## src/hw/rtl/vd2_pkg.sv

```systemverilog
`default_nettype none

package vd2_pkg;

  // Component width of the x and y inputs.
  localparam int COMPONENT_BITS = 16;

  // CORDIC datapath: components are pre-shifted so a full-scale magnitude (2^15)
  // sits at bit 59; 62 signed bits cover the growth of the rotation.
  localparam int PRE_SHIFT = 60 - COMPONENT_BITS;
  localparam int CX_W      = 62;
  localparam int NUM_STEPS = 32;
  localparam int Z_W       = 32;
  localparam int A_W       = 32;
  localparam int ANGLE_W   = 16;
  localparam int PROD_W    = 64;

  localparam logic signed [Z_W-1:0] QUARTER_TURN = 32'sd1073741824;
  localparam logic [A_W:0] HALF_TURN = 33'h0_8000_0000;
  localparam logic [A_W:0] FULL_TURN = 33'h1_0000_0000;

  // round(2*pi * 2^29) and 360 * 128
  localparam logic [A_W-1:0] RAD_SCALE = 32'd3373259426;
  localparam logic [A_W-1:0] DEG_SCALE = 32'd46080;
  localparam logic [ANGLE_W-1:0] RAD_FULL = 16'd51472;
  localparam logic [ANGLE_W-1:0] DEG_FULL = 16'd46080;

  typedef struct packed {
    logic signed [COMPONENT_BITS-1:0] x_value;
    logic signed [COMPONENT_BITS-1:0] y_value;
  } in_req_t;

  typedef struct packed {
    logic [ANGLE_W-1:0] angle;
    logic               zero_vector;
  } out_req_t;

  // Quadrant and zero-vector info riding alongside the CORDIC data
  typedef struct packed {
    logic x_neg;
    logic y_neg;
    logic zero;
  } vd2_side_t;

  typedef struct packed {
    logic signed [CX_W-1:0] cx;
    logic signed [CX_W-1:0] cy;
    logic signed [Z_W-1:0]  z;
    vd2_side_t              side;
  } vd2_rot_t;

  // atan(2^-i) in units of 2^-32 turn
  function automatic logic signed [Z_W-1:0] step_angle(input int idx);
    logic signed [Z_W-1:0] r;
    case (idx)
      0:  r = 32'sd536870912;
      1:  r = 32'sd316933406;
      2:  r = 32'sd167458907;
      3:  r = 32'sd85004756;
      4:  r = 32'sd42667331;
      5:  r = 32'sd21354465;
      6:  r = 32'sd10679838;
      7:  r = 32'sd5340245;
      8:  r = 32'sd2670163;
      9:  r = 32'sd1335087;
      10: r = 32'sd667544;
      11: r = 32'sd333772;
      12: r = 32'sd166886;
      13: r = 32'sd83443;
      14: r = 32'sd41722;
      15: r = 32'sd20861;
      16: r = 32'sd10430;
      17: r = 32'sd5215;
      18: r = 32'sd2608;
      19: r = 32'sd1304;
      20: r = 32'sd652;
      21: r = 32'sd326;
      22: r = 32'sd163;
      23: r = 32'sd81;
      24: r = 32'sd41;
      25: r = 32'sd20;
      26: r = 32'sd10;
      27: r = 32'sd5;
      28: r = 32'sd3;
      29: r = 32'sd1;
      30: r = 32'sd1;
      default: r = 32'sd0;
    endcase
    return r;
  endfunction

endpackage

`default_nettype wire

```

## src/hw/rtl/vd2_scale.sv

```systemverilog
`default_nettype none

module vd2_scale import vd2_pkg::*; (
  input  logic     clk,
  input  logic     rst_n,
  input  logic     en,
  input  logic     deg_mode,
  input  logic     in_valid,
  input  vd2_rot_t in_rot,
  output logic     out_valid,
  output out_req_t out_res
);

  // Stage A: quadrant restore
  logic               a_valid_r;
  logic [A_W-1:0]     a_r;
  logic               a_zero_r;
  logic [A_W-1:0]     a_nxt;
  logic [A_W-2:0]     q;
  logic [A_W:0]       a_full;

  // Stage B: scale multiply
  logic               b_valid_r;
  logic [PROD_W-1:0]  prod_r;
  logic               b_zero_r;
  logic               b_deg_r;
  logic [A_W-1:0]     scale;

  logic [PROD_W:0]    rsum;
  logic [ANGLE_W-1:0] res;

  always_comb begin
    if (in_rot.z < 0) begin
      q = '0;
    end else if (in_rot.z > QUARTER_TURN) begin
      q = QUARTER_TURN[A_W-2:0];
    end else begin
      q = in_rot.z[A_W-2:0];
    end

    case ({in_rot.side.x_neg, in_rot.side.y_neg})
      2'b00:   a_full = {2'b00, q};
      2'b10:   a_full = HALF_TURN - {2'b00, q};
      2'b11:   a_full = HALF_TURN + {2'b00, q};
      default: a_full = FULL_TURN - {2'b00, q};
    endcase

    if (in_rot.side.zero || a_full[A_W]) begin
      a_nxt = '0;
    end else begin
      a_nxt = a_full[A_W-1:0];
    end
  end

  assign scale = deg_mode ? DEG_SCALE : RAD_SCALE;

  always_ff @(posedge clk) begin
    if (!rst_n) begin
      a_valid_r <= 1'b0;
      b_valid_r <= 1'b0;
    end else if (en) begin
      a_valid_r <= in_valid;
      b_valid_r <= a_valid_r;
    end
  end

  always_ff @(posedge clk) begin
    if (en) begin
      a_r      <= a_nxt;
      a_zero_r <= in_rot.side.zero;
      prod_r   <= a_r * scale;
      b_zero_r <= a_zero_r;
      b_deg_r  <= deg_mode;
    end
  end

  // Round to nearest and wrap the full-scale value to zero
  always_comb begin
    if (b_deg_r) begin
      rsum = {1'b0, prod_r} + (65'd1 << 31);
      res  = rsum[32 +: ANGLE_W];
      if (res >= DEG_FULL) begin
        res = '0;
      end
    end else begin
      rsum = {1'b0, prod_r} + (65'd1 << 47);
      res  = rsum[48 +: ANGLE_W];
      if (res >= RAD_FULL) begin
        res = '0;
      end
    end
  end

  assign out_valid           = b_valid_r;
  assign out_res.angle       = res;
  assign out_res.zero_vector = b_zero_r;

endmodule

`default_nettype wire

```

## config.mk

```make
export PLATFORM = sky130hd
export DESIGN_NAME = vd2_scale
export DESIGN_NICKNAME = d
export VERILOG_FILES = /design/src/hw/rtl/vd2_pkg.sv /design/src/hw/rtl/vd2_scale.sv
export SDC_FILE = /design/constraint.sdc
export NUM_CORES = 1
export LEC_CHECK = 0
export ABC_AREA = 1
export BUFFER_PORTS_ARGS = -buffer_cell sky130_fd_sc_hd__buf_2
export CAP_MARGIN = 25
export CORE_ASPECT_RATIO = 0.6
export CORE_MARGIN = 2
export CORE_UTILIZATION = 46
export CTS_CLUSTER_SIZE = 28
export DETAILED_ROUTE_END_ITERATION = 10
export HOLD_SLACK_MARGIN = 0.15
export SLEW_MARGIN = 10
export SYNTH_ARGS = -nofsm -noshare
export SYNTH_HDL_FRONTEND = slang
export SYNTH_SLANG_ARGS = --single-unit
```

## constraint.sdc

```tcl
create_clock -name clk -period 12.9 [get_ports clk]
set_input_delay 3.225 -clock clk [delete_from_list [all_inputs] [get_ports clk]]
set_output_delay 3.225 -clock clk [all_outputs]
set_load 0.005 [all_outputs]
```

# Word level (Yosys, flattened, before mapping)
# Cells that the tools add are included.
dict set report word_totals {
  regBits 101
  latch_bits 0
  mem_bits_rw 0
  rom_bits 0
  in_bits 164
  output_inout_bits 18
  elab_cells 28
  memories 0
}
dict set report op_classes {
  add_sub_neg 5
  mul 1
  div_mod_pow 0
  magnitude_cmp 4
  eq_ne 2
  shifts 0
  muxes 7
  n_bitwise 0
  n_reduce_logical 2
}
# operator count
set ops {}
lappend ops {{$pmux W33 S3} 1}
lappend ops {{$add A64 B48 Y64 const B} 1}
lappend ops {{$mul A32 B32 Y64} 1}
lappend ops {{$mux W31} 2}
lappend ops {{$add A48 B32 Y48 const B} 1}
lappend ops {{$mux W16} 3}
lappend ops {{$add A32 B31 Y33 const A} 1}
lappend ops {{$sub A32 B31 Y33 const A} 1}
lappend ops {{$sub A33 B31 Y33 const A} 1}
lappend ops {{$ge A16 B16 Y1 const B} 2}
lappend ops {{$gt A32 B32 Y1 const B} 1}
lappend ops {{$lt A32 B1 Y1 const B} 1}
lappend ops {{$mux W32} 1}
lappend ops {{$eq A2 B2 Y1 const B} 2}
lappend ops {{$logic_not A2 Y1} 1}
lappend ops {{$logic_or A1 B1 Y1} 1}

# Longest topological paths before layout
# Gate-level depths: netlist of the first run.
dict set report depth {
  depth_word 6
  mapped_depth 35
  mapped_depth_nobuf 34
}

# Worst setup path after synthesis of the first run
# Ideal clock, no wire load.
dict set report synth_path {
  path_kind {input to register}
  start {input port deg_mode}
  end {register prod_r[63], data pin}
  setup_time_ps 252
  t_arrival_ps 9976
  required_ps 12648
  slack_ps 2672
  cell_stages 28
  n_path_buf 4
  cell_sequence {buf_4 -> buf_2 -> buf_2 -> buf_2 -> nor2_1 -> inv_1 -> fa_1 -> inv_1 -> fa_1 -> inv_1 -> fa_1 -> inv_1 -> ha_1 -> fa_1 -> fa_1 -> fa_1 -> ha_1 -> ha_1 -> a21oi_1 -> inv_1 -> a31oi_1 -> inv_1 -> a21oi_1 -> o21ai_0 -> a211oi_1 -> nand2_1 -> nand2_1 -> nand2_1}
}
dict set report synth_between {
  elab_chain_len 2
}
# element line
set synth_lines {}
lappend synth_lines {{start, declared} vd2_scale.sv:7} ;# input logic deg_mode,
lappend synth_lines {{$mux W32} vd2_scale.sv:55} ;# assign scale = deg_mode ? DEG_SCALE : RAD_SCALE;
lappend synth_lines {{$mul A32 B32 Y64} vd2_scale.sv:71} ;# prod_r <= a_r * scale;
lappend synth_lines {{end signal, assigned} vd2_scale.sv:71}
lappend synth_lines {{end, declared} vd2_scale.sv:24} ;# logic [PROD_W-1:0] prod_r;
# Every way passes these cells.
# A chain may end at the register's enable or synchronous reset.

# Worst setup path after layout of the first run
dict set report layout_path {
  start {input port deg_mode}
  end {register prod_r[50], data pin}
}
# The elaborated chain is that of the path after synthesis.

==> results.yml, run 1 <==
outcome:
  status: "finished, final reports clean"
die:
  io_pins: 182
  fp.dieW_um: 302
  row_count: 65
  die_area_sq_mm: 0.0554
  start_util_pct: 46.7
  core_sq_mm: 0.0527
  die_h_um: 183
synth:
  yosysWarnings: 0
  synth.area.mux_share_pct: 0
  synthCells: 3063
  syn_area_sq_mm: 0.0246
  synth-simple-area-share_pct: 17.1
  synth_cell_type_count: 59
  ys_seq_area_share_pct: 8.47
  synth_common_cells: "inv_1 (804), ha_1 (398), nand2_1 (387), nor2_1 (359), fa_1 (356)"
  synth_edf_count: 68
  synth_fa_ha_area_share_pct: 49.2
  yosysMostFrequentCell: "inv_1"
  async_reset_ff_share_pct: 0
  synth_flop_cell: "edfxtp_1"
  synth_top_family_by_area: "adder cells"
  synth_xor_xnor_area_share_pct: 4.20
  yosys.area.top_type: "fa_1"
  synth.area.top_cells: "fa_1 (29%), ha_1 (20%), inv_1 (12%), edfxtp_1 (8.3%), nand2_1 (5.9%)"
  synth_area_per_cell_sq_um: 8.03
  synth_top_cell_area_share_pct: 29.0
  ys_ff_latch: 70
  synth_compound_area_share_pct: 7.73
timing:
  min_period_ns: 11.12
  tightest_slew_ns: 1.03
  rsz0062_at_grt: "no"
  slew_headroom_pct: 31.0
  fin_tns_setup_ns: 0
  hold_violations: 0
  drv_slew: 0
  timing.hold.ws_ns: 0.429
  fin_skew_ns: 0.0134
  fin_crit_sh_pct: 86.2
  setup_viol_count_final: 0
  timing.fmax_mhz: 89.9
drt:
  routed_via_density: 5.13
  drtIter0Drc: 1502
  drtAntennaViolNets: 0
  drc: 0
  first_pass_iters: 5
  avgRoutedWirePerCell_um: 20.3
  wl_um: 78200
  vias: 19800
placement:
  post_dp_cell_area_sq_mm: 0.0258
  hpwl_um: 69500
  gp_congestion: 0.963
  io_buffers: 57
final_layout:
  drive_above_1_share_pct: 6.50
  design_area_sq_mm: 0.0261
  area.growth.synth_to_final_pct: 6.22
  layout.nets: 4067
  utilization_pct: 49.6
  fillers: 5350
worst_setup_path:
  arrival_ns: 11.23
  start_kind: "input pin"
  crit_buf_inv: 6
  cp_top_family: "adder cells"
  cpMaxStageDelayCell: "nor2_1"
  required_ns: 13.02
  cp-end-kind: "flip-flop"
  slowest_delay_ns: 0.75
  criticalPathCategory: "in2reg"
  crit_top_cell: "fa_1"
  worstSetupStartpoint: "deg_mode"
  r2r-start: "a_r[20]"
  critPathMaxFanout: 29
clocking:
  clk_path_buf_depth: 2
  cts_root_buffer: "clkbuf_16"
  cts_setup_buffers: 0
  path_clk_slew_ns: 0.06
  htreeDepth: 3
  clkLatencyLatePin_ns: 0.39
  numCtsBuffers: 9
  cts_tree: "done"
  ctsResizeCount: 0
  cts.sink_count: 70
  hold_buffers: 0
global_routing:
  grt_overflow_total: 0
  grt_max_degree: 72
  grt_pass1_wl_um: 121000
  grt_pass1_vias: 20600
  grt_usage_pct: 29.5
  antenna_found_initial: 1
flow_run:
  maxCapViolCount: 0
worst_hold_path:
  hold_start: "a_zero_r"
  hp-class: "reg2reg"
## final timing paths
kind                      to  slack, ns  cells after the start
hold reg to reg     b_zero_r       0.43                      0
hold / removal      b_zero_r       0.43                      0
setup / recovery  prod_r[50]       1.78                     27
setup reg to reg  prod_r[50]       4.61                     31
## cells in the final DEF, fill, tap and decap left out, types with 6 or more instances in the layout
cell type / n
a21o_1: 36
or2_2: 43
buf_2: 56
edfxtp_1: 68
fa_1: 356
o21bai_1: 26
a21oi_1: 110
nand3_1: 70
nand2_1: 387
inv_1: 804
nor2_2: 29
ha_1: 398
nand2_2: 6
xor2_1: 80
o21ai_1: 6
o21ai_0: 72
nor3_1: 12
clkbuf_16: 9
nand4_1: 36
conb_1: 31
buf_4: 19
xnor2_1: 36
a31oi_1: 11
o21a_1: 14
nor2_1: 357
## per-layer routing
metal / global-route usage [%] / up-vias / wire length, um
li1: - / 9563 / -
met5: 0 / - / 0
met2: 39.9 / 635 / 29100
met1: 45.1 / 9553 / 40100
met3: 11.4 / 37 / 8470
met4: 3.31 / 0 / 556
## layout make-up
cell class              instances  area [sq um]  share of cell area, %
inverters                     809          3040                   11.6
well taps                     703           880                   3.37
diodes                          1          2.50                0.00958
flip-flops and latches         70          2080                   7.97
repair buffers                 76           443                   1.70
multi-input cells            2183         19400                   74.2
clock inverters                 7          73.8                  0.283
clock buffers                   9           225                  0.862
## flip-flops by register name (all words and copies together), names as in the netlist
| signal | count |
|---|---|
| prod_r | 33 |
| b_deg_r | 1 |
| b_zero_r | 1 |
| a_r | 32 |
| a_valid_r | 1 |
| a_zero_r | 1 |
| out_valid | 1 |
## cell families after synthesis
group                      count (synthesis)
DFF                                       70
xor gates and xnor gates                 117
adders and majority gates                754
buffers and inverters                    839
and+or+nand+nor                          971
other                                      2
AOI/OAI and AO/OA                        310
## metrics by stage
stage	setup slack, ns	cells
after CTS	1.91	3856
after global routing	1.37	3857
final	1.78	3858
after detailed placement	1.50	3840
after global placement	1.51	3839
after floorplan	2.67	3092
Power of run 1 is not shown: default switching activity piles up to over one toggle a cycle in this logic, so the estimate is an artifact.
==> inputs of run 2 (changes only) <==
--- a/config.mk
+++ b/config.mk
@@ -8,7 +8,7 @@
 export ABC_AREA = 1
 export BUFFER_PORTS_ARGS = -buffer_cell sky130_fd_sc_hd__buf_2
 export CAP_MARGIN = 25
-export CORE_ASPECT_RATIO = 0.6
+export CORE_ASPECT_RATIO = 1.4
 export CORE_MARGIN = 2
 export CORE_UTILIZATION = 46
 export CTS_CLUSTER_SIZE = 28
==> constraint.sdc (replaced) <==
create_clock -name clk -period 12.4 [get_ports clk]
set_input_delay 3.1 -clock clk [delete_from_list [all_inputs] [get_ports clk]]
set_output_delay 3.1 -clock clk [all_outputs]
set_load 0.005 [all_outputs]
==> results.yml, run 2 (synthesis results as in run 1) <==
drt:
  wl_um: 72200
  avgRoutedWirePerCell_um: 18.7
  drtAntennaViolNets: 0
  drtIter0Drc: 1018
  vias: 19700
  first_pass_iters: 6
  routed_via_density: 5.10
  drc: 0
placement:
  gp_congestion: 0.980
  dpl_worst_slack_ns: 1.37
  hpwl_um: 64200
  io_buffers: 57
timing:
  timing.fmax_mhz: 92.2
  rsz0062_at_grt: "no"
  fin_skew_ns: 0.0292
  min_period_ns: 10.85
  fin_crit_sh_pct: 87.5
  fin_tns_setup_ns: 0
  post-route-worst-setup-slack_ns: 1.55
  tightest_slew_ns: 0.971
  drv_slew: 0
  setup_viol_count_final: 0
  hold_violations: 0
  slew_headroom_pct: 35.3
final_layout:
  register_area_sq_mm: 0.00208
  layout.nets: 4069
  drive_above_1_share_pct: 6.62
  regMostFlops: "prod_r"
  largest_register_ffs: 33
  top_regs: "prod_r: 33 flops, a_r: 32 flops"
  fillers: 5345
  area.growth.synth_to_final_pct: 6.38
  multiInputGateArea_sq_mm: 0.0194
  layout_commonest_cell: "inv_1"
  diodes: 0
  final_cell_mix: "inv_1 (804), ha_1 (398), nand2_1 (387), fa_1 (356), nor2_1 (355)"
global_routing:
  grt_pass1_vias: 21000
  gr-usage-met3_pct: 2.03
  antenna_found_initial: 0
  grt_pass1_wl_um: 113000
  use_met2_pct: 50.1
  grt_use_met1_pct: 31.6
  grt_max_degree: 72
  grt_overflow_total: 0
  top_usage_layer: "met2"
  grt_usage_pct: 27.2
worst_setup_path:
  slowest_delay_ns: 0.70
  cpMaxStageDelayCell: "nor2_2"
  r2r-start: "a_r[10]"
  r2r_cells: 29
  reg2reg_slack_ns: 4.30
  start_kind: "input pin"
  crit_top_cell: "inv_1"
  cp-end-kind: "flip-flop"
  crit-reg2reg-capture: "prod_r[55]"
  required_ns: 12.51
  worstSetupStartpoint: "deg_mode"
  criticalPathCategory: "in2reg"
  arrival_ns: 10.95
  critPathMaxFanout: 28
die:
  io_pins: 182
  die_h_um: 278
  row_count: 100
  fp.dieW_um: 199
  start_util_pct: 46.3
  core_sq_mm: 0.0531
  die_area_sq_mm: 0.0553
clocking:
  clk_path_buf_depth: 2
  clkLatencyLatePin_ns: 0.40
  cts_root_buffer: "clkbuf_16"
  cts_tree: "done"
  cts.sink_count: 70
  htreeDepth: 3
  ctsResizeCount: 0
  path_clk_slew_ns: 0.06
  numCtsBuffers: 9
  cts_setup_buffers: 0
  hold_buffers: 0
worst_hold_path:
  hold_path_depth: 0
  hold_start: "a_zero_r"
  min_to: "b_zero_r"
  hp-class: "reg2reg"
flow_run:
  maxCapViolCount: 0
outcome:
  status: "finished, final reports clean"
-- run 2: cell count changes in the layout (fill, tap and decap cells not counted), moves of 2 or more --
cell and change:
nor2_2 +2, inv_8 +2, buf_4 +2, clkinvlp_4 -3, nor2_1 -2
-- run 2: through the flow --
step / instance area (sq um) / std cells / util [%] / hold slack (ns)
floorplan: 24700 / 3092 / - / 0.400
global placement: 25800 / 3852 / 48.7 / 0.418
detailed placement: 25800 / 3852 / 48.7 / 0.408
CTS: 26100 / 3868 / 49.3 / 0.435
global route: 26200 / 3870 / 49.3 / 0.437
finish: 26200 / 3870 / 49.3 / 0.434
-- run 2: layout make-up --
type / count / share of cell area (%)
clock buffer: 9 / 0.861
clock inverter: 7 / 0.330
multi-input combinational: 2183 / 74.1
sequential: 70 / 7.96
timing repair buffer: 78 / 1.73
tap: 714 / 3.42
inverter: 809 / 11.6
-- run 2: how the worst max path moves through the flow --
| stage | to | slack [ns] | cells past startpoint |
|---|---|---|---|
| floorplan | prod_r[63] | 2.30 | 28 |
| global placement | prod_r[63] | 1.39 | 29 |
| detailed placement | prod_r[58] | 1.37 | 28 |
| CTS | prod_r[63] | 1.77 | 29 |
| global route | prod_r[63] | 1.17 | 29 |
| finish | prod_r[55] | 1.55 | 29 |
-- run 2: worst max-delay path: cells and delay by family --
family,cells,cell delay [ns]
buf+inv,8,1.25
simple gates,9,1.87
fa+ha+maj,8,3.44
compound gates,2,0.97
xor+xnor,2,0.29
-- run 2: layer usage --
metal  share of wire, %  vias to the layer above
met1                 39                     9537
met3                3.2                      143
met4                5.3                        0
met2                 53                      481
li1                   -                     9558
met5                  0                        -
Power of run 2 is left out for the same reason.
