===== config.mk =====
export PLATFORM = sky130hd
export DESIGN_NAME = vd2_front
export DESIGN_NICKNAME = d
export VERILOG_FILES = /design/src/hw/rtl/vd2_pkg.sv /design/src/hw/rtl/vd2_front.sv
export SDC_FILE = /design/constraint.sdc
export NUM_CORES = 1
export LEC_CHECK = 0
export BUFFER_PORTS_ARGS = -buffer_cell sky130_fd_sc_hd__buf_2
export CAP_MARGIN = 20
export CORE_AREA = 2 2 83 101
export CTS_BUF_LIST = sky130_fd_sc_hd__clkbuf_8
export DETAILED_ROUTE_END_ITERATION = 7
export DIE_AREA = 0 0 85 103
export MAX_ROUTING_LAYER = met4
export PLACE_DENSITY = 0.85
export SLEW_MARGIN = 20
export SYNTH_ARGS = -nofsm -noshare
export SYNTH_HDL_FRONTEND = slang
export SYNTH_SLANG_ARGS = --single-unit

===== constraint.sdc =====
create_clock -name clk -period 2.8 [get_ports clk]
set_input_delay 0.56 -clock clk [delete_from_list [all_inputs] [get_ports clk]]
set_output_delay 0.56 -clock clk [all_outputs]
set_load 0.005 [all_outputs]

===== src/hw/rtl/vd2_pkg.sv =====
`default_nettype none

package vd2_pkg;

  // Component width of the x and y inputs.
  localparam int COMPONENT_BITS = 16;

  // CORDIC datapath: components are pre-shifted so a full-scale magnitude (2^15)
  // sits at bit 59; 62 signed bits cover the growth of the rotation.
  localparam int PRE_SHIFT = 60 - COMPONENT_BITS;
  localparam int CX_W      = 62;
  localparam int NUM_STEPS = 32;
  localparam int Z_W       = 32;
  localparam int A_W       = 32;
  localparam int ANGLE_W   = 16;
  localparam int PROD_W    = 64;

  localparam logic signed [Z_W-1:0] QUARTER_TURN = 32'sd1073741824;
  localparam logic [A_W:0] HALF_TURN = 33'h0_8000_0000;
  localparam logic [A_W:0] FULL_TURN = 33'h1_0000_0000;

  // round(2*pi * 2^29) and 360 * 128
  localparam logic [A_W-1:0] RAD_SCALE = 32'd3373259426;
  localparam logic [A_W-1:0] DEG_SCALE = 32'd46080;
  localparam logic [ANGLE_W-1:0] RAD_FULL = 16'd51472;
  localparam logic [ANGLE_W-1:0] DEG_FULL = 16'd46080;

  typedef struct packed {
    logic signed [COMPONENT_BITS-1:0] x_value;
    logic signed [COMPONENT_BITS-1:0] y_value;
  } in_req_t;

  typedef struct packed {
    logic [ANGLE_W-1:0] angle;
    logic               zero_vector;
  } out_req_t;

  // Quadrant and zero-vector info riding alongside the CORDIC data
  typedef struct packed {
    logic x_neg;
    logic y_neg;
    logic zero;
  } vd2_side_t;

  typedef struct packed {
    logic signed [CX_W-1:0] cx;
    logic signed [CX_W-1:0] cy;
    logic signed [Z_W-1:0]  z;
    vd2_side_t              side;
  } vd2_rot_t;

  // atan(2^-i) in units of 2^-32 turn
  function automatic logic signed [Z_W-1:0] step_angle(input int idx);
    logic signed [Z_W-1:0] r;
    case (idx)
      0:  r = 32'sd536870912;
      1:  r = 32'sd316933406;
      2:  r = 32'sd167458907;
      3:  r = 32'sd85004756;
      4:  r = 32'sd42667331;
      5:  r = 32'sd21354465;
      6:  r = 32'sd10679838;
      7:  r = 32'sd5340245;
      8:  r = 32'sd2670163;
      9:  r = 32'sd1335087;
      10: r = 32'sd667544;
      11: r = 32'sd333772;
      12: r = 32'sd166886;
      13: r = 32'sd83443;
      14: r = 32'sd41722;
      15: r = 32'sd20861;
      16: r = 32'sd10430;
      17: r = 32'sd5215;
      18: r = 32'sd2608;
      19: r = 32'sd1304;
      20: r = 32'sd652;
      21: r = 32'sd326;
      22: r = 32'sd163;
      23: r = 32'sd81;
      24: r = 32'sd41;
      25: r = 32'sd20;
      26: r = 32'sd10;
      27: r = 32'sd5;
      28: r = 32'sd3;
      29: r = 32'sd1;
      30: r = 32'sd1;
      default: r = 32'sd0;
    endcase
    return r;
  endfunction

endpackage

`default_nettype wire


===== src/hw/rtl/vd2_front.sv =====
`default_nettype none

module vd2_front import vd2_pkg::*; (
  input  logic     clk,
  input  logic     rst_n,
  input  logic     en,
  input  logic     in_valid,
  input  in_req_t  in_data,
  output logic     out_valid,
  output vd2_rot_t out_rot
);

  logic                      valid_r;
  vd2_rot_t                  rot_r;
  vd2_rot_t                  rot_nxt;
  logic                      x_neg, y_neg;
  logic [COMPONENT_BITS-1:0] x_mag, y_mag;
  logic [CX_W-1:0]           x_ext, y_ext;

  // Two's complement magnitude; the most negative value maps to 2^(N-1)
  always_comb begin
    x_neg = in_data.x_value[COMPONENT_BITS-1];
    y_neg = in_data.y_value[COMPONENT_BITS-1];
    x_mag = x_neg ? (~in_data.x_value + 1'b1) : in_data.x_value;
    y_mag = y_neg ? (~in_data.y_value + 1'b1) : in_data.y_value;
    x_ext = {{(CX_W-COMPONENT_BITS){1'b0}}, x_mag} << PRE_SHIFT;
    y_ext = {{(CX_W-COMPONENT_BITS){1'b0}}, y_mag} << PRE_SHIFT;
    rot_nxt.cx         = $signed(x_ext);
    rot_nxt.cy         = $signed(y_ext);
    rot_nxt.z          = '0;
    rot_nxt.side.x_neg = x_neg;
    rot_nxt.side.y_neg = y_neg;
    rot_nxt.side.zero  = (x_mag == '0) && (y_mag == '0);
  end

  always_ff @(posedge clk) begin
    if (!rst_n) begin
      valid_r <= 1'b0;
    end else if (en) begin
      valid_r <= in_valid;
    end
  end

  always_ff @(posedge clk) begin
    if (en) begin
      rot_r <= rot_nxt;
    end
  end

  assign out_valid = valid_r;
  assign out_rot   = rot_r;

endmodule

`default_nettype wire


# Word level (Yosys, flattened, before mapping)
# Cells that the tools add are included.
# word_totals
register_bits	36
wordCells	15
# classes
add_sub_neg	2
mux	2
bitwise	2
reduce_logical	3
# op_table
operator	count
adder 16 x 1 -> 16 bit, second input constant	2
logical NOT 16 bit	2
2-to-1 mux 16 bit	2
inverter 16 bit	2
logical AND 1 bit	1

# Logic depth before layout (Yosys ltp)
# Gate-level depths: netlist of run 1.
# depth
depth_word	5
mapped_depth	8
mapped_depth_nobuf	8

# Least setup slack after synthesis of run 1
# OpenSTA, ideal clock, no wires.
# synth_timing
path_kind	input to register
start	input in_data[24] (netlist name)
end	register rot_r, in the netlist out_rot[0] (data pin)
setup_time_ps	170
t_arrival_ps	2622
setup_slack_ps	8
path_stages	6
n_path_buf	0
cell_sequence	or4_4 > or3_4 > or4_1 > a211o_1 > a32o_1 > nor4_2
# synth_lines
item	line	rtl
from (decl)	vd2_front.sv:8	input in_req_t in_data,
to (signal assigned)	vd2_front.sv:46	rot_r <= rot_nxt;
to (decl)	vd2_front.sv:14	vd2_rot_t rot_r;

==> results.json, run 1 <==
{
  "cts-htree-levels": 2,
  "grt_overflow_total": 0,
  "syn_area_per_cell_um2": 9.83,
  "holdWs_ns": 0.481,
  "yosys.area.top_type_share": 0.346,
  "fin_util": 0.417,
  "postCtsHoldBufs": 0,
  "core_mm2": 0.00788,
  "cts_made_buffers": 5,
  "antennaDiodeCount": 0,
  "die_area_mm2": 0.00876,
  "crit_arrival_ns": 2.77,
  "post_cts_resized": 0,
  "final_hold_viol_count": 0,
  "antenna_found_initial": 0,
  "critPathKind": "input port to register",
  "n_fill_cell": 718,
  "synth_common_cells": "buf_4 (124), edfxtp_1 (35), xnor2_1 (24)",
  "status": "finished clean",
  "routedWlPerCell_um": 11.5,
  "grt_pass1_vias": 1777,
  "crit_chain": "buf_2 > or4_4 > or3_4 > or4_1 > a211o_1 > a32o_1 > nor4_2",
  "synth_seq_cells": 36,
  "whs_endpoint": "out_valid",
  "rr_startpoint": "out_valid",
  "crit_family": "simple AND/OR/NAND/NOR gates",
  "cpMaxStageDelayCell": "or4_4",
  "die_height_um": 103,
  "r2r_end": "out_valid",
  "routed_via_density": 4.39,
  "grt_pass1_wl_um": 8070,
  "postSynthCellCount": 309,
  "finalCriticalPeriod_ns": 2.63,
  "finalCritPeriodShare": 0.940,
  "setup_viol": 0,
  "synthDistinctLibCells": 46,
  "path_max_fanout": 3,
  "max_freq_mhz": 380,
  "endpoint_kind": "register",
  "maxCapViolCount": 0,
  "drive_gt1_frac": 0.279,
  "synth.most_common_cell": "buf_4",
  "port_buffers": 71,
  "vdd_drop_max_mv": 0.425,
  "dp_hpwl_um": 4540,
  "clkSinkCount": 36,
  "powerDensity_mw_per_mm2": 433,
  "leakage_uw": 0.00147,
  "rsz0062_at_grt": "false",
  "fin_setup_tns_ns": 0,
  "yosysWarningCount": 0,
  "start_kind": "input port",
  "yosysTopAreaCell": "edfxtp_1",
  "io_pins": 196,
  "drt_iter0_markers": 101,
  "synthTopCellsByArea": "edfxtp_1 (35%), buf_4 (31%), xnor2_1 (6.9%)",
  "slew_viol_final": 0,
  "syn_to_final_growth_pct": 8.20,
  "max_stage_delay_ns": 0.52,
  "clock_skew_ns": 0,
  "grt_max_degree": 37,
  "relSlewSlack": 0.460,
  "clock_latency_ns": 0.29,
  "die_w_um": 85,
  "worst_pin_slew_ns": 0.811,
  "r2r_slack_ns": 2.21,
  "ant_nets": 0,
  "clockBufferDepth": 2,
  "synth-edff-count": 35,
  "cts_tree": "done",
  "cp_data_required_time_ns": 2.94,
  "hold_depth": 2,
  "layout.nets": 438,
  "grt_usage": 0.121,
  "ys.flop_type": "edfxtp_1",
  "rows": 36,
  "ff2ff_path_depth": 2,
  "finalWirelength_um": 5710,
  "cts_root_buffer": "clkbuf_8",
  "dr.pass1.iters": 4,
  "min_path_type": "input port to register",
  "num_vias": 2177,
  "yosysSeqAreaShare": 0.353,
  "start_util": 0.385,
  "post-cts-setup-buffer-count": 0,
  "gp_congestion": 0.934,
  "critPathBufInv": 1,
  "min_from": "rst_n",
  "syn_area_mm2": 0.00304,
  "cts.clk_slew.worst_paths_ns": 0.08,
  "async_reset_ff_frac": 0,
  "drcViolationCount": 0
}
==> state kept, by name (all words and copies together), names as in the netlist <==
| signal | flops |
|---|---|
| out_rot | 35 |
| out_valid | 1 |
==> stage by stage <==
step	setup slack [ns]	total power [µW]	cells	area, µm²
after floorplan	0.00835	944	432	3500
after global placement	-0.111	955	488	3170
after detailed placement	-0.143	965	488	3170
final	0.169	1420	496	3290
after global routing	0.0941	1480	496	3290
after CTS	0.160	1420	496	3290
==> kinds of logic (layout without fill, tap and decap cells) <==
group / count (synthesis) / count (layout) / synth area share
compound gates: 33 / 33 / 0.0783
xor+xnor: 25 / 25 / 0.0721
fa+ha+maj: 2 / 2 / 0.00824
buf+inv: 137 / 106 / 0.323
flops: 36 / 36 / 0.353
mux: 9 / 9 / 0.0317
other cells: 1 / 124 / 0.00123
simple gates: 66 / 66 / 0.132
==> metal layers <==
metal,routed length (µm),vias up,global-route usage
met5,0,-,-
met4,178,0,0.0672
met3,773,14,0.0320
met2,2970,169,0.221
met1,1790,983,0.114
li1,-,1011,-
==> cell type report <==
class	count	area, µm²	area share
clock buffer	5	68.8	0.0209
clock inverter	3	42.5	0.0129
inverter	5	18.8	0.00571
multi-input combinational	259	1450	0.440
sequential	36	1070	0.326
tap	95	119	0.0362
timing repair buffer	93	520	0.158
==> layout by cell type, fill, tap and decap left out, types with 2 or more instances in the layout <==
master,synthesis,layout
xnor2_1,24,24
o21ai_0,10,10
or4_1,6,6
buf_4,124,22
o32ai_1,2,2
nor3_1,5,5
or3_1,4,4
a32oi_1,2,2
nor4_2,2,2
inv_1,5,5
ha_1,2,2
o41ai_1,3,3
o31a_1,2,2
conb_1,1,124
nor2b_1,4,4
nand2b_1,3,3
edfxtp_1,35,35
nor4_1,2,2
mux2_2,5,5
or2_2,2,2
nand4_1,2,2
o31ai_1,9,9
mux2i_1,4,4
nand2_1,13,13
nor4b_1,2,2
clkbuf_8,0,5
nand4b_1,2,2
buf_2,2,71
nand3_1,3,3
nor2_1,8,8
==> worst max path at each step <==
stage	from	endpoint	slack, ns	cells after the start
6_report	in_data[24]	out_rot[0]	0.17	7
5_1_grt	in_data[24]	out_rot[0]	0.09	7
3_5_place_dp	in_data[24]	out_rot[0]	-0.14	7
3_3_place_gp	in_data[24]	out_rot[0]	-0.11	7
4_1_cts	in_data[24]	out_rot[0]	0.16	7
2_1_floorplan	in_data[24]	out_rot[0]	0.008	6
==> report_power, final <==
group	internal (µW)	total, µW	leakage [µW]	switching (µW)
registers	654	667	0.000350	12.7
logic	119	290	0.00107	171
clock network	263	465	0.0000541	201
total	1040	1420	0.00147	385
No activity file was read; power rests on OpenSTA's default activity.
==> inputs of run 2 (changes only) <==
--- a/config.mk
+++ b/config.mk
@@ -7,12 +7,13 @@
 export LEC_CHECK = 0
 export BUFFER_PORTS_ARGS = -buffer_cell sky130_fd_sc_hd__buf_2
 export CAP_MARGIN = 20
-export CORE_AREA = 2 2 83 101
-export CTS_BUF_LIST = sky130_fd_sc_hd__clkbuf_8
+export CORE_AREA = 2 2 84 102
+export CTS_BUF_LIST = sky130_fd_sc_hd__clkbuf_16
 export DETAILED_ROUTE_END_ITERATION = 7
-export DIE_AREA = 0 0 85 103
+export DIE_AREA = 0 0 86 104
 export MAX_ROUTING_LAYER = met4
-export PLACE_DENSITY = 0.85
+export PLACE_DENSITY = 0.83
+export SKIP_CTS_REPAIR_TIMING = 1
 export SLEW_MARGIN = 20
 export SYNTH_ARGS = -nofsm -noshare
 export SYNTH_HDL_FRONTEND = slang
==> results.json, run 2 (synthesized netlist as in run 1, its figures left out) <==
{
  "status": "finished clean",
  "cp_data_required_time_ns": 2.91,
  "cts_made_buffers": 5,
  "layout.nets": 436,
  "relSlewSlack": 0.462,
  "setup_ws_ns": 0.124,
  "antenna_found_initial": 0,
  "gp_congestion": 0.906,
  "cts.clk_slew.worst_paths_ns": 0.05,
  "max_freq_mhz": 374,
  "crit_arrival_ns": 2.79,
  "powerDensity_mw_per_mm2": 449,
  "die_area_mm2": 0.00894,
  "die_height_um": 104,
  "fin_area_mm2": 0.00330,
  "start_util": 0.381,
  "cts-htree-levels": 2,
  "drive_gt1_frac": 0.268,
  "slew_viol_final": 0,
  "placed_cells": 486,
  "finalCritPeriodShare": 0.956,
  "final_hold_viol_count": 0,
  "drcViolationCount": 0,
  "antennaDiodeCount": 0,
  "grt_overflow_total": 0,
  "grt_pass1_wl_um": 8780,
  "rows": 36,
  "endpoint_kind": "register",
  "clkSinkCount": 36,
  "crit_chain": "buf_2 > or4_4 > or3_4 > or4_1 > a211o_1 > a32o_1 > nor4_2",
  "dr.pass1.iters": 4,
  "vdd_drop_max_mv": 0.197,
  "port_buffers": 71,
  "critPathKind": "input port to register",
  "rsz0062_at_grt": "false",
  "clockBufferDepth": 2,
  "start_kind": "input port",
  "dp_hpwl_um": 4740,
  "dp_slack_ns": -0.170,
  "io_pins": 196,
  "grt_usage": 0.128,
  "finalCriticalPeriod_ns": 2.68,
  "cpMaxStageDelayCell": "or4_4",
  "drt_iter0_markers": 106,
  "cts_root_buffer": "clkbuf_16",
  "grt_max_degree": 37,
  "fin_cells": 494,
  "clock_skew_ns": 0,
  "mostFrequentLayoutCell": "conb_1",
  "final_cell_mix": "conb_1 (124), buf_2 (71), edfxtp_1 (35)",
  "min_path_type": "input port to register",
  "grt_pass1_vias": 1950,
  "path_max_fanout": 4,
  "largest_reg_flops": 35,
  "core_mm2": 0.00797,
  "finalWirelength_um": 5950,
  "dpl_cell_area_mm2": 0.00316,
  "hold_depth": 2,
  "routed_via_density": 4.45,
  "cts_tree": "done",
  "num_vias": 2196,
  "routedWlPerCell_um": 12.0,
  "ff2ff_path_depth": 2,
  "max_stage_delay_ns": 0.53,
  "ant_nets": 0,
  "n_fill_cell": 737,
  "holdWs_ns": 0.488,
  "syn_to_final_growth_pct": 8.53,
  "leakage_uw": 0.00148,
  "setup_viol": 0,
  "clock_latency_ns": 0.28,
  "maxCapViolCount": 0,
  "worst_pin_slew_ns": 0.807,
  "die_w_um": 86
}
-- run 2: layout make-up --
cell class	count	area [µm²]	share of cell area
Multi-Input combinational cell	259	1450	0.438
Sequential cell	36	1070	0.325
Timing Repair Buffer	91	505	0.153
Clock buffer	5	125	0.0380
Tap cell	95	119	0.0361
Inverter	5	18.8	0.00569
Clock inverter	3	11.3	0.00342
-- run 2: worst paths after layout --
check	start	slack, ns	endpoint
worst min-delay path	rst_n	0.49	out_valid
worst max-delay path	in_data[24]	0.12	out_rot[0]
worst max register to register	out_valid	2.21	out_valid
worst min register to register	out_valid	0.51	out_valid
-- run 2: worst max-delay path, delay by kind of cell --
| kind | cells | cell delay (ns) |
|---|---|---|
| buffers and inverters | 1 | 0.10 |
| and+or+nand+nor | 4 | 1.59 |
| AOI/OAI and AO/OA | 2 | 0.53 |
-- run 2: layer usage --
metal | vias to the layer above | routed length (µm) | global-route usage
met5 | - | 0 | -
met4 | 0 | 177 | 0.0703
li1 | 1003 | - | -
met1 | 1004 | 1820 | 0.108
met2 | 174 | 3250 | 0.245
met3 | 15 | 704 | 0.0310
-- run 2: per-stage QoR --
step | util | setup TNS [ns] | power (µW)
floorplan | - | 0 | 944
detailed placement | 0.396 | -0.170 | 965
global route | 0.413 | 0 | 1540
CTS | 0.413 | 0 | 1490
global placement | 0.396 | -0.120 | 952
finish | 0.413 | 0 | 1480
-- run 2: power breakdown --
| group | internal, µW | total (µW) | switching (µW) |
|---|---|---|---|
| Clock | 320 | 522 | 202 |
| Combinational | 118 | 289 | 172 |
| Sequential | 655 | 669 | 13.3 |
==> inputs of run 3 (changes only) <==
--- a/config.mk
+++ b/config.mk
@@ -7,10 +7,12 @@
 export LEC_CHECK = 0
 export BUFFER_PORTS_ARGS = -buffer_cell sky130_fd_sc_hd__buf_2
 export CAP_MARGIN = 20
-export CORE_AREA = 2 2 84 102
+export CELL_PAD_IN_SITES_DETAIL_PLACEMENT = 1
+export CELL_PAD_IN_SITES_GLOBAL_PLACEMENT = 2
+export CORE_AREA = 2 2 113 137
 export CTS_BUF_LIST = sky130_fd_sc_hd__clkbuf_16
 export DETAILED_ROUTE_END_ITERATION = 7
-export DIE_AREA = 0 0 86 104
+export DIE_AREA = 0 0 115 139
 export MAX_ROUTING_LAYER = met4
 export PLACE_DENSITY = 0.83
 export SKIP_CTS_REPAIR_TIMING = 1
==> results.json, run 3 (synthesized netlist as in run 1, its figures left out) <==
{
  "setup_ws_ns": 0.129,
  "clkSinkCount": 36,
  "path_max_fanout": 3,
  "n_fill_cell": 1773,
  "finalCritPeriodShare": 0.954,
  "finalWirelength_um": 7170,
  "largest_reg_flops": 35,
  "grt_usage": 0.0871,
  "num_vias": 2191,
  "powerDensity_mw_per_mm2": 432,
  "rr_startpoint": "out_valid",
  "endpoint_kind": "register",
  "dp_slack_ns": -0.158,
  "mostFrequentLayoutCell": "conb_1",
  "gp_congestion": 0.799,
  "fin_util": 0.236,
  "grt_overflow_total": 0,
  "finalCriticalPeriod_ns": 2.67,
  "antennaDiodeCount": 0,
  "dp_hpwl_um": 6030,
  "layout.nets": 444,
  "cts_tree": "done",
  "io_pins": 196,
  "slew_viol_final": 0,
  "drcViolationCount": 0,
  "cts_root_buffer": "clkbuf_16",
  "grt_max_degree": 37,
  "routed_via_density": 3.75,
  "status": "finished clean",
  "start_kind": "input port",
  "holdWs_ns": 0.494,
  "cp_data_required_time_ns": 2.92,
  "ant_nets": 0,
  "drt_iter0_markers": 101,
  "die_height_um": 139,
  "r2r_end": "out_valid",
  "vdd_drop_max_mv": 0.151,
  "dr.pass1.iters": 4,
  "maxCapViolCount": 0,
  "clock_skew_ns": 0,
  "critPathLaunch": "in_data[24]",
  "routedWlPerCell_um": 12.3,
  "timing.critical_path.to": "out_rot[0]",
  "worst_pin_slew_ns": 0.834,
  "leakage_uw": 0.00153,
  "r2r_slack_ns": 2.22,
  "clockBufferDepth": 2,
  "cts_made_buffers": 5,
  "ff2ff_path_depth": 2,
  "start_util": 0.206,
  "final_cell_mix": "conb_1 (124), buf_2 (71), edfxtp_1 (35)",
  "setup_viol": 0,
  "min_path_type": "input port to register",
  "rows": 49,
  "rsz0062_at_grt": "false",
  "critPathKind": "input port to register",
  "grt_pass1_wl_um": 10800,
  "crit_chain": "buf_2 > or4_4 > or3_4 > or4_1 > a211o_1 > a32o_1 > nor4_2",
  "relSlewSlack": 0.444,
  "core_mm2": 0.0147,
  "max_freq_mhz": 374,
  "regArea_mm2": 0.00107,
  "clock_latency_ns": 0.28,
  "cpMaxStageDelayCell": "or4_4",
  "final_hold_viol_count": 0,
  "cts.clk_slew.worst_paths_ns": 0.05,
  "grt_pass1_vias": 2256,
  "antenna_found_initial": 0,
  "crit_arrival_ns": 2.79,
  "dpl_cell_area_mm2": 0.00332,
  "drive_gt1_frac": 0.285,
  "port_buffers": 71,
  "max_stage_delay_ns": 0.53,
  "cts-htree-levels": 2,
  "die_w_um": 115,
  "die_area_mm2": 0.0160,
  "multi_input_comb_area_mm2": 0.00145,
  "syn_to_final_growth_pct": 14.2,
  "fin_area_mm2": 0.00347
}
## run 3: report_power, final
part	leakage [µW]	internal, µW	switching, µW
sequential	0.000350	655	13.8
combinational	0.00110	123	179
clock	0.0000738	320	204
total	0.00153	1100	398
## run 3: how the worst min path moves through the flow
stage,start,end,cells past startpoint
6_report,rst_n,out_valid,2
3_5_place_dp,out_valid,out_valid,2
3_3_place_gp,out_valid,out_valid,2
2_1_floorplan,out_valid,out_valid,2
4_1_cts,rst_n,out_valid,2
5_1_grt,in_data[15],out_rot[1],1
## run 3: critical path, delay by kind of cell
family | cells | cell delay, ns
simple gates | 4 | 1.59
buf+inv | 1 | 0.10
compound gates | 2 | 0.53
## run 3: area by class of cell
cell class	count	area share
Inverter	5	0.00541
Tap cell	178	0.0642
Clock buffer	5	0.0361
Timing Repair Buffer	99	0.163
Sequential cell	36	0.309
Clock inverter	3	0.00325
Multi-Input combinational cell	259	0.419
## run 3: metrics by stage
stage	cells	TNS, ns	power [µW]
floorplan	432	0	944
global placement	577	-0.136	968
detailed placement	577	-0.158	980
CTS	585	0	1510
global route	585	0	1570
finish	585	0	1500
## run 3: per-layer routing
| metal | wire, µm | up-vias | GRT usage |
|---|---|---|---|
| li1 | - | 1021 | - |
| met1 | 2590 | 1015 | 0.0853 |
| met2 | 3840 | 147 | 0.165 |
| met3 | 629 | 8 | 0.0179 |
| met4 | 107 | 0 | 0.0317 |
| met5 | 0 | - | - |
